**config.mk**
```make
export PLATFORM = sky130hd
export DESIGN_NAME = base64url_strict_decoder_core
export DESIGN_NICKNAME = d
export VERILOG_FILES = /design/src/hw/rtl/b64d_pkg.sv /design/src/hw/rtl/b64d_front.sv /design/src/hw/rtl/b64d_queue.sv /design/src/hw/rtl/b64d_back.sv /design/src/hw/rtl/base64url_strict_decoder_core.sv
export SDC_FILE = /design/constraint.sdc
export NUM_CORES = 1
export LEC_CHECK = 0
export ABC_AREA = 1
export BUFFER_PORTS_ARGS = -buffer_cell sky130_fd_sc_hd__buf_2
export CORE_ASPECT_RATIO = 0.5
export CORE_MARGIN = 3
export CORE_UTILIZATION = 55
export DETAILED_ROUTE_END_ITERATION = 6
export PLACE_DENSITY = 0.69
export SLEW_MARGIN = 30
export SYNTH_ARGS = -nofsm -noshare
export SYNTH_HDL_FRONTEND = slang
export SYNTH_SLANG_ARGS = --single-unit
```
**constraint.sdc**
```tcl
create_clock -name clk -period 8.1 [get_ports clk]
set_input_delay 1.215 -clock clk [delete_from_list [all_inputs] [get_ports clk]]
set_output_delay 1.215 -clock clk [all_outputs]
set_load 0.01 [all_outputs]
```
**src/hw/rtl/b64d_pkg.sv**
```systemverilog
// ----------------------------------------------------------------------------
// b64d_pkg
// Shared types, codes and the character lookup for the base64url decoder.
// ----------------------------------------------------------------------------
package b64d_pkg;

  typedef enum logic [1:0] {
    KIND_DATA    = 2'd0,
    KIND_END_OK  = 2'd1,
    KIND_END_ERR = 2'd2
  } kind_t;

  localparam int unsigned ACC_W  = 12;
  localparam int unsigned HELD_W = 3;

  // One queue entry: everything one accepted character produces.
  typedef struct packed {
    logic       has_data;
    logic [7:0] data_byte;
    logic       has_end;
    logic       end_err;
  } b64d_entry_t;

  typedef struct packed {
    logic       valid;
    logic [5:0] value;
  } sextet_t;

  // Map a raw byte to its six-bit value; valid is low outside the alphabet.
  function automatic sextet_t sextet_of(input logic [7:0] c);
    sextet_t    s;
    logic [7:0] d;
    s = '0;
    d = '0;
    if (c >= 8'h41 && c <= 8'h5A) begin
      d = c - 8'h41;
      s.valid = 1'b1;
      s.value = d[5:0];
    end else if (c >= 8'h61 && c <= 8'h7A) begin
      d = c - 8'h61 + 8'd26;
      s.valid = 1'b1;
      s.value = d[5:0];
    end else if (c >= 8'h30 && c <= 8'h39) begin
      d = c - 8'h30 + 8'd52;
      s.valid = 1'b1;
      s.value = d[5:0];
    end else if (c == 8'h2D) begin
      s.valid = 1'b1;
      s.value = 6'd62;
    end else if (c == 8'h5F) begin
      s.valid = 1'b1;
      s.value = 6'd63;
    end
    return s;
  endfunction

endpackage

```
**src/hw/rtl/b64d_front.sv**
```systemverilog
// ----------------------------------------------------------------------------
// b64d_front
// Accepts characters, keeps the bit accumulator and pushes results to queue.
// ----------------------------------------------------------------------------
module b64d_front
  import b64d_pkg::*;
(
  input  logic        clk,
  input  logic        rst,
  input  logic        in_valid,
  output logic        in_ready,
  input  logic [7:0]  in_char,
  input  logic        in_final,
  output logic        push,
  output b64d_entry_t push_entry,
  input  logic        push_ready
);

  logic [ACC_W-1:0]  acc, acc_next;
  logic [HELD_W-1:0] held, held_next;
  logic [1:0]        cnt, cnt_next;
  logic              err, err_next;
  logic              accept;
  sextet_t           sx;
  logic [ACC_W-1:0]  left_mask;
  b64d_entry_t       ent;

  assign in_ready = push_ready;
  assign accept   = in_valid && push_ready;

  always_comb begin
    sx        = sextet_of(in_char);
    acc_next  = acc;
    held_next = held;
    cnt_next  = cnt + 2'd1;
    err_next  = err;
    ent       = '0;
    left_mask = '0;
    if (!sx.valid) begin
      err_next = 1'b1;
    end else begin
      acc_next = {acc[ACC_W-7:0], sx.value};
      if (held >= 3'd2) begin
        held_next     = held - 3'd2;
        ent.has_data  = !err;
        unique case (held_next)
          3'd0:    ent.data_byte = acc_next[7:0];
          3'd2:    ent.data_byte = acc_next[9:2];
          default: ent.data_byte = acc_next[11:4];
        endcase
      end else begin
        held_next = held + 3'd6;
      end
    end
    unique case (held_next)
      3'd2:    left_mask = 12'h003;
      3'd4:    left_mask = 12'h00F;
      3'd6:    left_mask = 12'h03F;
      default: left_mask = 12'h000;
    endcase
    if (in_final) begin
      ent.has_end = 1'b1;
      ent.end_err = err_next || (cnt_next == 2'd1) || ((acc_next & left_mask) != '0);
    end
    if (!ent.has_data) begin
      ent.data_byte = '0;
    end
  end

  assign push       = accept && (ent.has_data || ent.has_end);
  assign push_entry = ent;

  always_ff @(posedge clk) begin
    if (rst) begin
      acc  <= '0;
      held <= '0;
      cnt  <= '0;
      err  <= 1'b0;
    end else if (accept) begin
      if (in_final) begin
        acc  <= '0;
        held <= '0;
        cnt  <= '0;
        err  <= 1'b0;
      end else begin
        acc  <= acc_next;
        held <= held_next;
        cnt  <= cnt_next;
        err  <= err_next;
      end
    end
  end

endmodule

```
**src/hw/rtl/b64d_queue.sv**
```systemverilog
// ----------------------------------------------------------------------------
// b64d_queue
// Small FIFO of result entries between the front and back parts.
// ----------------------------------------------------------------------------
module b64d_queue
  import b64d_pkg::*;
#(
  parameter int unsigned DEPTH = 4
) (
  input  logic        clk,
  input  logic        rst,
  input  logic        push,
  input  b64d_entry_t push_entry,
  output logic        push_ready,
  input  logic        pop,
  output b64d_entry_t pop_entry,
  output logic        pop_valid
);

  localparam int unsigned PTR_W = (DEPTH > 1) ? $clog2(DEPTH) : 1;
  localparam int unsigned CNT_W = $clog2(DEPTH + 1);
  localparam logic [PTR_W-1:0] PTR_LAST = PTR_W'(DEPTH - 1);
  localparam logic [CNT_W-1:0] CNT_FULL = CNT_W'(DEPTH);

  b64d_entry_t       mem [DEPTH];
  logic [PTR_W-1:0]  wr_ptr, rd_ptr;
  logic [CNT_W-1:0]  count;
  logic              do_push, do_pop;

  assign push_ready = (count != CNT_FULL);
  assign pop_valid  = (count != '0);
  assign pop_entry  = mem[rd_ptr];
  assign do_push    = push && push_ready;
  assign do_pop     = pop && pop_valid;

  always_ff @(posedge clk) begin
    if (do_push) begin
      mem[wr_ptr] <= push_entry;
    end
  end

  always_ff @(posedge clk) begin
    if (rst) begin
      wr_ptr <= '0;
      rd_ptr <= '0;
      count  <= '0;
    end else begin
      if (do_push) begin
        wr_ptr <= (wr_ptr == PTR_LAST) ? '0 : wr_ptr + PTR_W'(1);
      end
      if (do_pop) begin
        rd_ptr <= (rd_ptr == PTR_LAST) ? '0 : rd_ptr + PTR_W'(1);
      end
      unique case ({do_push, do_pop})
        2'b10:   count <= count + CNT_W'(1);
        2'b01:   count <= count - CNT_W'(1);
        default: count <= count;
      endcase
    end
  end

endmodule

```
**src/hw/rtl/b64d_back.sv**
```systemverilog
// ----------------------------------------------------------------------------
// b64d_back
// Drains queue entries into the registered output stream, one transfer per byte or end status.
// ----------------------------------------------------------------------------
module b64d_back
  import b64d_pkg::*;
(
  input  logic        clk,
  input  logic        rst,
  input  b64d_entry_t pop_entry,
  input  logic        pop_valid,
  output logic        pop,
  output logic        out_valid,
  input  logic        out_ready,
  output logic [7:0]  out_byte,
  output kind_t       out_kind,
  output logic        out_last
);

  logic end_pend;
  logic end_pend_err;
  logic out_free;

  assign out_free = !out_valid || out_ready;
  assign pop      = out_free && !end_pend && pop_valid;

  always_ff @(posedge clk) begin
    if (rst) begin
      out_valid    <= 1'b0;
      end_pend     <= 1'b0;
      end_pend_err <= 1'b0;
      out_byte     <= '0;
      out_kind     <= KIND_DATA;
      out_last     <= 1'b0;
    end else if (out_free) begin
      if (end_pend) begin
        // second half of an entry that carried both a byte and an end
        out_valid <= 1'b1;
        out_byte  <= '0;
        out_kind  <= end_pend_err ? KIND_END_ERR : KIND_END_OK;
        out_last  <= 1'b1;
        end_pend  <= 1'b0;
      end else if (pop_valid) begin
        out_valid <= 1'b1;
        if (pop_entry.has_data) begin
          out_byte     <= pop_entry.data_byte;
          out_kind     <= KIND_DATA;
          out_last     <= 1'b0;
          end_pend     <= pop_entry.has_end;
          end_pend_err <= pop_entry.end_err;
        end else begin
          out_byte <= '0;
          out_kind <= pop_entry.end_err ? KIND_END_ERR : KIND_END_OK;
          out_last <= 1'b1;
        end
      end else begin
        out_valid <= 1'b0;
      end
    end
  end

endmodule

```
**src/hw/rtl/base64url_strict_decoder_core.sv**
```systemverilog
// ----------------------------------------------------------------------------
// base64url_strict_decoder_core
// Unpadded base64url decoder: one character in, decoded bytes and an end
// status (ok or error) out.
// ----------------------------------------------------------------------------
// Path: a character's results go through the queue, then the output register.
// Throughput: one character per cycle while the queue has room; the output
//   gives one transfer per cycle while m_tready is high, so a character with
//   both a byte and an end status needs two transfers. The output register
//   sets the result rate.
// Reset: rst synchronous, active high; clears decoder state, queue and output.
// ----------------------------------------------------------------------------
module base64url_strict_decoder_core
  import b64d_pkg::*;
#(
  parameter int unsigned QUEUE_DEPTH = 4
) (
  input  logic       clk,
  input  logic       rst,
  // input stream
  input  logic       s_tvalid,
  output logic       s_tready,
  input  logic [7:0] s_tdata,   // [7:0] code_char
  input  logic       s_tlast,   // final_char
  // output stream
  output logic       m_tvalid,
  input  logic       m_tready,
  output logic [7:0] m_tdata,   // [7:0] data_byte
  output logic [1:0] m_tuser,   // [1:0] kind
  output logic       m_tlast    // run_end
);

  // Front -> queue
  logic        push;
  logic        push_ready;
  b64d_entry_t push_entry;
  // Queue -> back
  logic        pop;
  logic        pop_valid;
  b64d_entry_t pop_entry;
  kind_t       out_kind;

  // Front: classifies each character, updates the accumulator, length count
  // and sticky error, and writes what the character produced into the queue.
  b64d_front u_front (
    .clk        (clk),
    .rst        (rst),
    .in_valid   (s_tvalid),
    .in_ready   (s_tready),
    .in_char    (s_tdata),
    .in_final   (s_tlast),
    .push       (push),
    .push_entry (push_entry),
    .push_ready (push_ready)
  );

  // Queue lets the input keep flowing while the output is stalled.
  b64d_queue #(
    .DEPTH (QUEUE_DEPTH)
  ) u_queue (
    .clk        (clk),
    .rst        (rst),
    .push       (push),
    .push_entry (push_entry),
    .push_ready (push_ready),
    .pop        (pop),
    .pop_entry  (pop_entry),
    .pop_valid  (pop_valid)
  );

  // Back: splits an entry into a data transfer and/or an end transfer.
  b64d_back u_back (
    .clk       (clk),
    .rst       (rst),
    .pop_entry (pop_entry),
    .pop_valid (pop_valid),
    .pop       (pop),
    .out_valid (m_tvalid),
    .out_ready (m_tready),
    .out_byte  (m_tdata),
    .out_kind  (out_kind),
    .out_last  (m_tlast)
  );

  assign m_tuser = out_kind;

endmodule

```
* Yosys cells after proc, flatten, opt, wreduce, memory -nomap -nowiden *
Memories as Yosys holds them, arrays and structs flattened. A register that Yosys moved wholly into a read port is not among the register bits.
Index checks and enable logic that the tools add are counted.
Widths: inputs -> output; s select.

storage, ports and cells
  register bits = 39
  output and inout bits = 13
  memories kept = 1
  memory bits (writable) = 44
  word-level logic and storage cells = 112

cells by class
  add/subtract/negate cells = 12
  bitwise logic cells = 2
  order comparisons = 7
  reductions and logical operators = 23
  equality and inequality tests = 12
  multiplexer cells = 42

memories
  memory       words  width  rd ports  clocked after Yosys merged registers in  write ports  line              RTL
  u_queue.mem  4      11     1         1                                        1            b64d_queue.sv:25  b64d_entry_t mem [DEPTH];

operators with widths
  kind                 count
  $mux 7               5
  $mux 8               4
  $mux 12              2
  $mux 2               11
  $mux 9               2
  $pmux 6 s3           1
  $ge 8x7->1 const B   2
  $le 8x7->1 const B   2
  $pmux 8 s2           1
  $and 12x6->12        1
  $mux 1               12
  $reduce_bool 12->1   1
  $sub 6x6->6 const B  2
  $logic_and 1x1->1    9
  $mux 3               3
  $eq 8x6->1 const B   1
  $eq 8x7->1 const B   1
  $ge 8x6->1 const B   1
  $le 8x6->1 const B   1
  $add 2x1->2 const B  3
  $add 6x5->6 const B  1
  $add 6x6->6 const B  1
  $eq 2x2->1 const B   3
  $eq 3x2->1 const B   2
  other kinds (18)     26

* Logic depth before layout (Yosys ltp) *
  word-level depth = 18
  gate-level depth with buffers = 22

* Modules after synthesis *
From an unflattened synthesis, not the netlist that was laid out.

second synthesis, totals
  cells, all modules = 546
  area, all modules = 4480.5 µm²

modules (own cells, without submodules)
  module      sequential area each (µm²)  times used  area an instance (µm²)  cells an instance
  b64d_queue  1501.4                      1           2172.1                  177
  b64d_front  220.2                       1           1652.8                  271
  b64d_back   280.3                       1           655.6                   98

* Worst setup path after synthesis *
No wires, ideal clock.

  path kind = in2reg
  start = input s_tdata[2]
  end = register u_queue.count[2]
  data arrival time = 3567 ps
  stages = 22
  setup time = 122 ps
  required time = 7978 ps
  path slack = 4411 ps
  cell sequence = clkbuf_2 -> inv_1 -> ha_1 -> nand2_1 -> nand2_1 -> nand2_1 -> nand2_1 -> inv_1 -> nor2_2 -> nand3_2 -> nand2_2 -> inv_2 -> nand2_4 -> a21oi_4 -> inv_2 -> ha_1 -> inv_1 -> fa_1 -> a21oi_1 -> o21ai_0 -> o21ai_0 -> a21oi_1

between the ends
  longest elaborated chain between the ends = 12
  elaborated cells between the ends (all ways) = 24
  those cells by class = order compare: 6; eq/ne: 4; mux: 7; reduce/logical: 7

RTL lines
  element                                                             line                                 RTL
  start: declaration                                                  base64url_strict_decoder_core.sv:23  input logic [7:0] s_tdata,
  parallel branches: the longest is 5 deep, another holds $ge 8x6->1  -
  $mux 7 (*)                                                          b64d_pkg.sv:35                       if (c >= 8'h41 && c <= 8'h5A) begin
  $mux 9 (*)                                                          b64d_front.sv:39                     if (!sx.valid) begin
  $logic_or 1x1->1 (*)                                                b64d_front.sv:70                     assign push = accept && (ent.has_data || ent.has_end);
  $logic_and 1x1->1 (*)                                               b64d_front.sv:70
  $logic_and 1x1->1 (*)                                               b64d_queue.sv:33                     assign do_push = push && push_ready;
  $eq 2x1->1 / $eq 2x2->1 (equally long branches)                     b64d_queue.sv:54                     unique case ({do_push, do_pop})
  $pmux 3 s2 / $reduce_bool 2->1 (equally long branches)              -
  end signal: assignment                                              b64d_queue.sv:55                     2'b10: count <= count + CNT_W'(1);
  end signal: assignment                                              b64d_queue.sv:56                     2'b01: count <= count - CNT_W'(1);
  end signal: assignment                                              b64d_queue.sv:57                     default: count <= count;
  end: declaration                                                    b64d_queue.sv:27                     logic [CNT_W-1:0] count;

Mark *: on every way between the ends.
A chain may end at the register's enable or synchronous reset.

* Final worst setup path *
  start = input s_tdata[0]
  end = register u_queue.count[2]

Same word-level chain as after synthesis.

==> results.py <==
metrics = {
    "outcome": {
        "status": "completed",
    },
    "clocking": {
        "h-tree-depth": 3,
        "clk_pin_slew_ns": 0.05,
        "cts-root-buf": "clkbuf_16",
        "cts_tree": "built",
        "cts_resized": 0,
        "cts_hold_buf": 0,
        "clock_path_buffers": 2,
        "insertion_delay_ns": 0.33,
        "post-cts-setup-buffers": 0,
        "cts-buffers-inserted": 9,
        "clock-sinks": 78,
    },
    "power_and_ir_drop": {
        "vdd_ir_drop_max_mv": 0.1293,
        "cellLeakagePower_nw": 1.941,
        "p_per_area_nw_per_um2": 291.8,
    },
    "global_routing": {
        "groute.usage.overall_pct": 21.73,
        "grt_pass1_vias": 2871,
        "antenna_found_initial": 0,
        "overflow": 0,
        "grt_max_degree": 24,
        "grt_pass1_wl_um": 14180,
    },
    "synthesis": {
        "synth_nets": 532,
        "syn_area_um2": 4084,
        "synth_top_area_cell": "edfxtp_1",
        "ys_seq_elements": 78,
        "synth_top_area_share_pct": 32.35,
        "synthTopCellsByArea": "edfxtp_1, dfxtp_1, nand2_1",
        "ys.flop_type": "edfxtp_1",
        "ys_seq_area_share_pct": 49.02,
        "synthArstFlopShare_pct": 0,
        "syn_area_per_cell_um2": 8.184,
        "synthMostInstantiatedCell": "nand2_1",
        "synth_edf_count": 44,
        "synth_cells": 499,
        "yosysUniqueCellTypes": 33,
        "synth_common_cells": "nand2_1, nor2_1, inv_1, o21ai_0, edfxtp_1",
        "yosysWarnings": 0,
    },
    "route": {
        "wl_per_cell_um": 14.25,
        "finalWirelength_um": 8804,
        "vias_per_cell": 5.312,
        "detail-route-antenna-nets": 0,
        "drt_iter0_markers": 221,
        "drc_errors": 0,
        "vias": 3283,
        "drtPass1Iterations": 5,
    },
    "die": {
        "die_area_um2": 8558,
        "design.core.area_um2": 6937,
        "start_util_pct": 58.87,
        "fp.dieH_um": 66.93,
        "rows": 21,
        "die_w_um": 127.9,
        "num_io_pins": 26,
    },
    "min_path": {
        "min_from": "u_front.cnt[1]",
        "hold_class": "register to register",
        "hold_depth": 2,
        "whs_endpoint": "u_front.cnt[1]",
    },
    "setup_path": {
        "crit_required_ns": 8.31,
        "end_kind": "register",
        "cpPeakStageDelay_ns": 0.37,
        "criticalPathCategory": "input pin to register",
        "arrival_ns": 4.02,
        "reg2reg_setup_slack_ns": 5.69,
        "startpoint_type": "input pin",
        "reg2reg_from": "u_queue.count[0]",
        "crit_chain": "buf_2, inv_1, ha_1, inv_1, nand2_1, nand2_1, nand2_1, nand2_1, inv_1, nor2_2, nand3_2, nand2_2, inv_2, nand2_4, a21oi_4, inv_2, ha_1, inv_1, fa_1, a21oi_1, o21ai_0, o21ai_0, a21oi_1",
        "crit_family": "simple AND/OR/NAND/NOR gates",
        "path_max_fanout": 7,
        "slowest_stage": "fa_1",
        "r2r_end": "u_queue.count[2]",
        "r2r_cells": 12,
        "path_buf_inv": 7,
    },
    "sta": {
        "tightest_slew_ns": 0.7693,
        "finalSetupViolCount": 0,
        "drv_slew": 0,
        "finalSetupTns_ns": 0,
        "final_hold_viol_count": 0,
        "max_freq_mhz": 262.9,
        "finClkSkew_ns": 0.006870,
        "relSlewSlack_pct": 48.64,
        "fin_crit_sh_pct": 46.96,
        "fin_crit_ns": 3.804,
        "rsz0062_at_grt": "false",
    },
    "placement": {
        "placed_area_um2": 4269,
        "dp_cells": 602,
        "place_congestion": 0.9422,
        "dp_hpwl_um": 6218,
        "io_buffers": 25,
    },
    "cells_and_area": {
        "antenna_cells": 0,
        "stdcell_count": 618,
        "syn_to_final_growth_pct": 11.55,
        "fin_area_um2": 4556,
        "fill_cells": 619,
        "finalNetCount": 554,
        "drive_above_1_share_pct": 11.60,
        "final_core_util_pct": 65.67,
    },
    "flow_run": {
        "drv_cap": 0,
    },
}
## kinds of logic (layout without fill, tap and decap cells)
logic type	Yosys count	in the layout	synth area share, %
buf+inv	71	98	6.771
compound gates	98	98	13.11
flops	78	78	49.02
simple gates	228	228	23.93
fa+ha+maj	20	20	6.311
xor+xnor	4	4	0.8578
## registers in the layout, summed over array words and instances, names as in the netlist, named ones only
register	cells
u_queue.mem	44
u_back.end_pend	1
u_front.acc	6
u_front.held	2
u_queue.rd_ptr	2
u_front.err	1
u_front.cnt	2
u_back.out_byte	8
u_queue.count	3
u_queue.wr_ptr	2
u_back.out_kind	2
u_back.out_valid	1
u_back.out_last	1
u_back.end_pend_err	1
## worst max-delay path by stage
stage	start	endpoint	slack [ns]	depth (start not counted)
detailed placement	s_tdata[2]	u_queue.mem[2][5]	4.03	16
floorplan	s_tdata[2]	u_queue.count[2]	4.41	22
CTS	s_tdata[2]	u_queue.mem[2][3]	4.37	16
finish	s_tdata[0]	u_queue.count[2]	4.30	23
global placement	s_tdata[2]	u_queue.mem[3][5]	4.12	16
global route	s_tdata[0]	u_queue.count[2]	4.06	23
## area by class of cell
type	instances	area [um^2]	area share, %
clock buffers	12	236.5	5.191
well taps	92	115.1	2.527
repair buffers	25	125.1	2.746
inverters	57	214.0	4.697
flip-flops and latches	78	2002	43.94
multi-input cells	350	1815	39.85
clock inverters	4	47.55	1.044
## metal layers
metal	GRT usage, %	wire length [um]
met1	30.38	4458
met5	0	0
met3	5.845	598
met4	5.159	42
met2	33.79	3705
## cells in the final DEF (no fill, tap or decap), types with 6 or more instances in the layout
cell	instances
o21ai_0	47
nand3_1	25
o22ai_1	11
buf_2	25
nor2_2	7
a21oi_1	32
inv_1	50
ha_1	19
nor2_1	61
nand2_1	108
dfxtp_1	34
nor3_1	11
clkbuf_16	9
edfxtp_1	44
inv_2	6
## worst register-to-register path, cell delays in order, from the launching register on
cell     delay (ns)
dfxtp_1        0.31
inv_1          0.12
nand3_1        0.12
nand2_1        0.43
a21oi_4        0.07
inv_2          0.16
ha_1           0.16
inv_1          0.07
fa_1           0.37
a21oi_1        0.14
o21ai_0        0.12
o21ai_0        0.17
a21oi_1        0.05
## through the flow
step / setup slack [ns] / hold WS, ns / total power, mW
2_1_floorplan: 4.411 / 0.4453 / 0.8287
3_3_place_gp: 4.116 / 0.4529 / 0.9411
3_5_place_dp: 4.025 / 0.4607 / 0.9467
4_1_cts: 4.370 / 0.4691 / 1.329
5_1_grt: 4.060 / 0.4835 / 1.418
6_report: 4.296 / 0.4716 / 1.329
## where the power goes
group	internal, mW	switching (mW)
clock	0.238	0.147
combinational	0.137	0.278
sequential	0.480	0.0496
No activity file was read; power rests on OpenSTA's default activity.
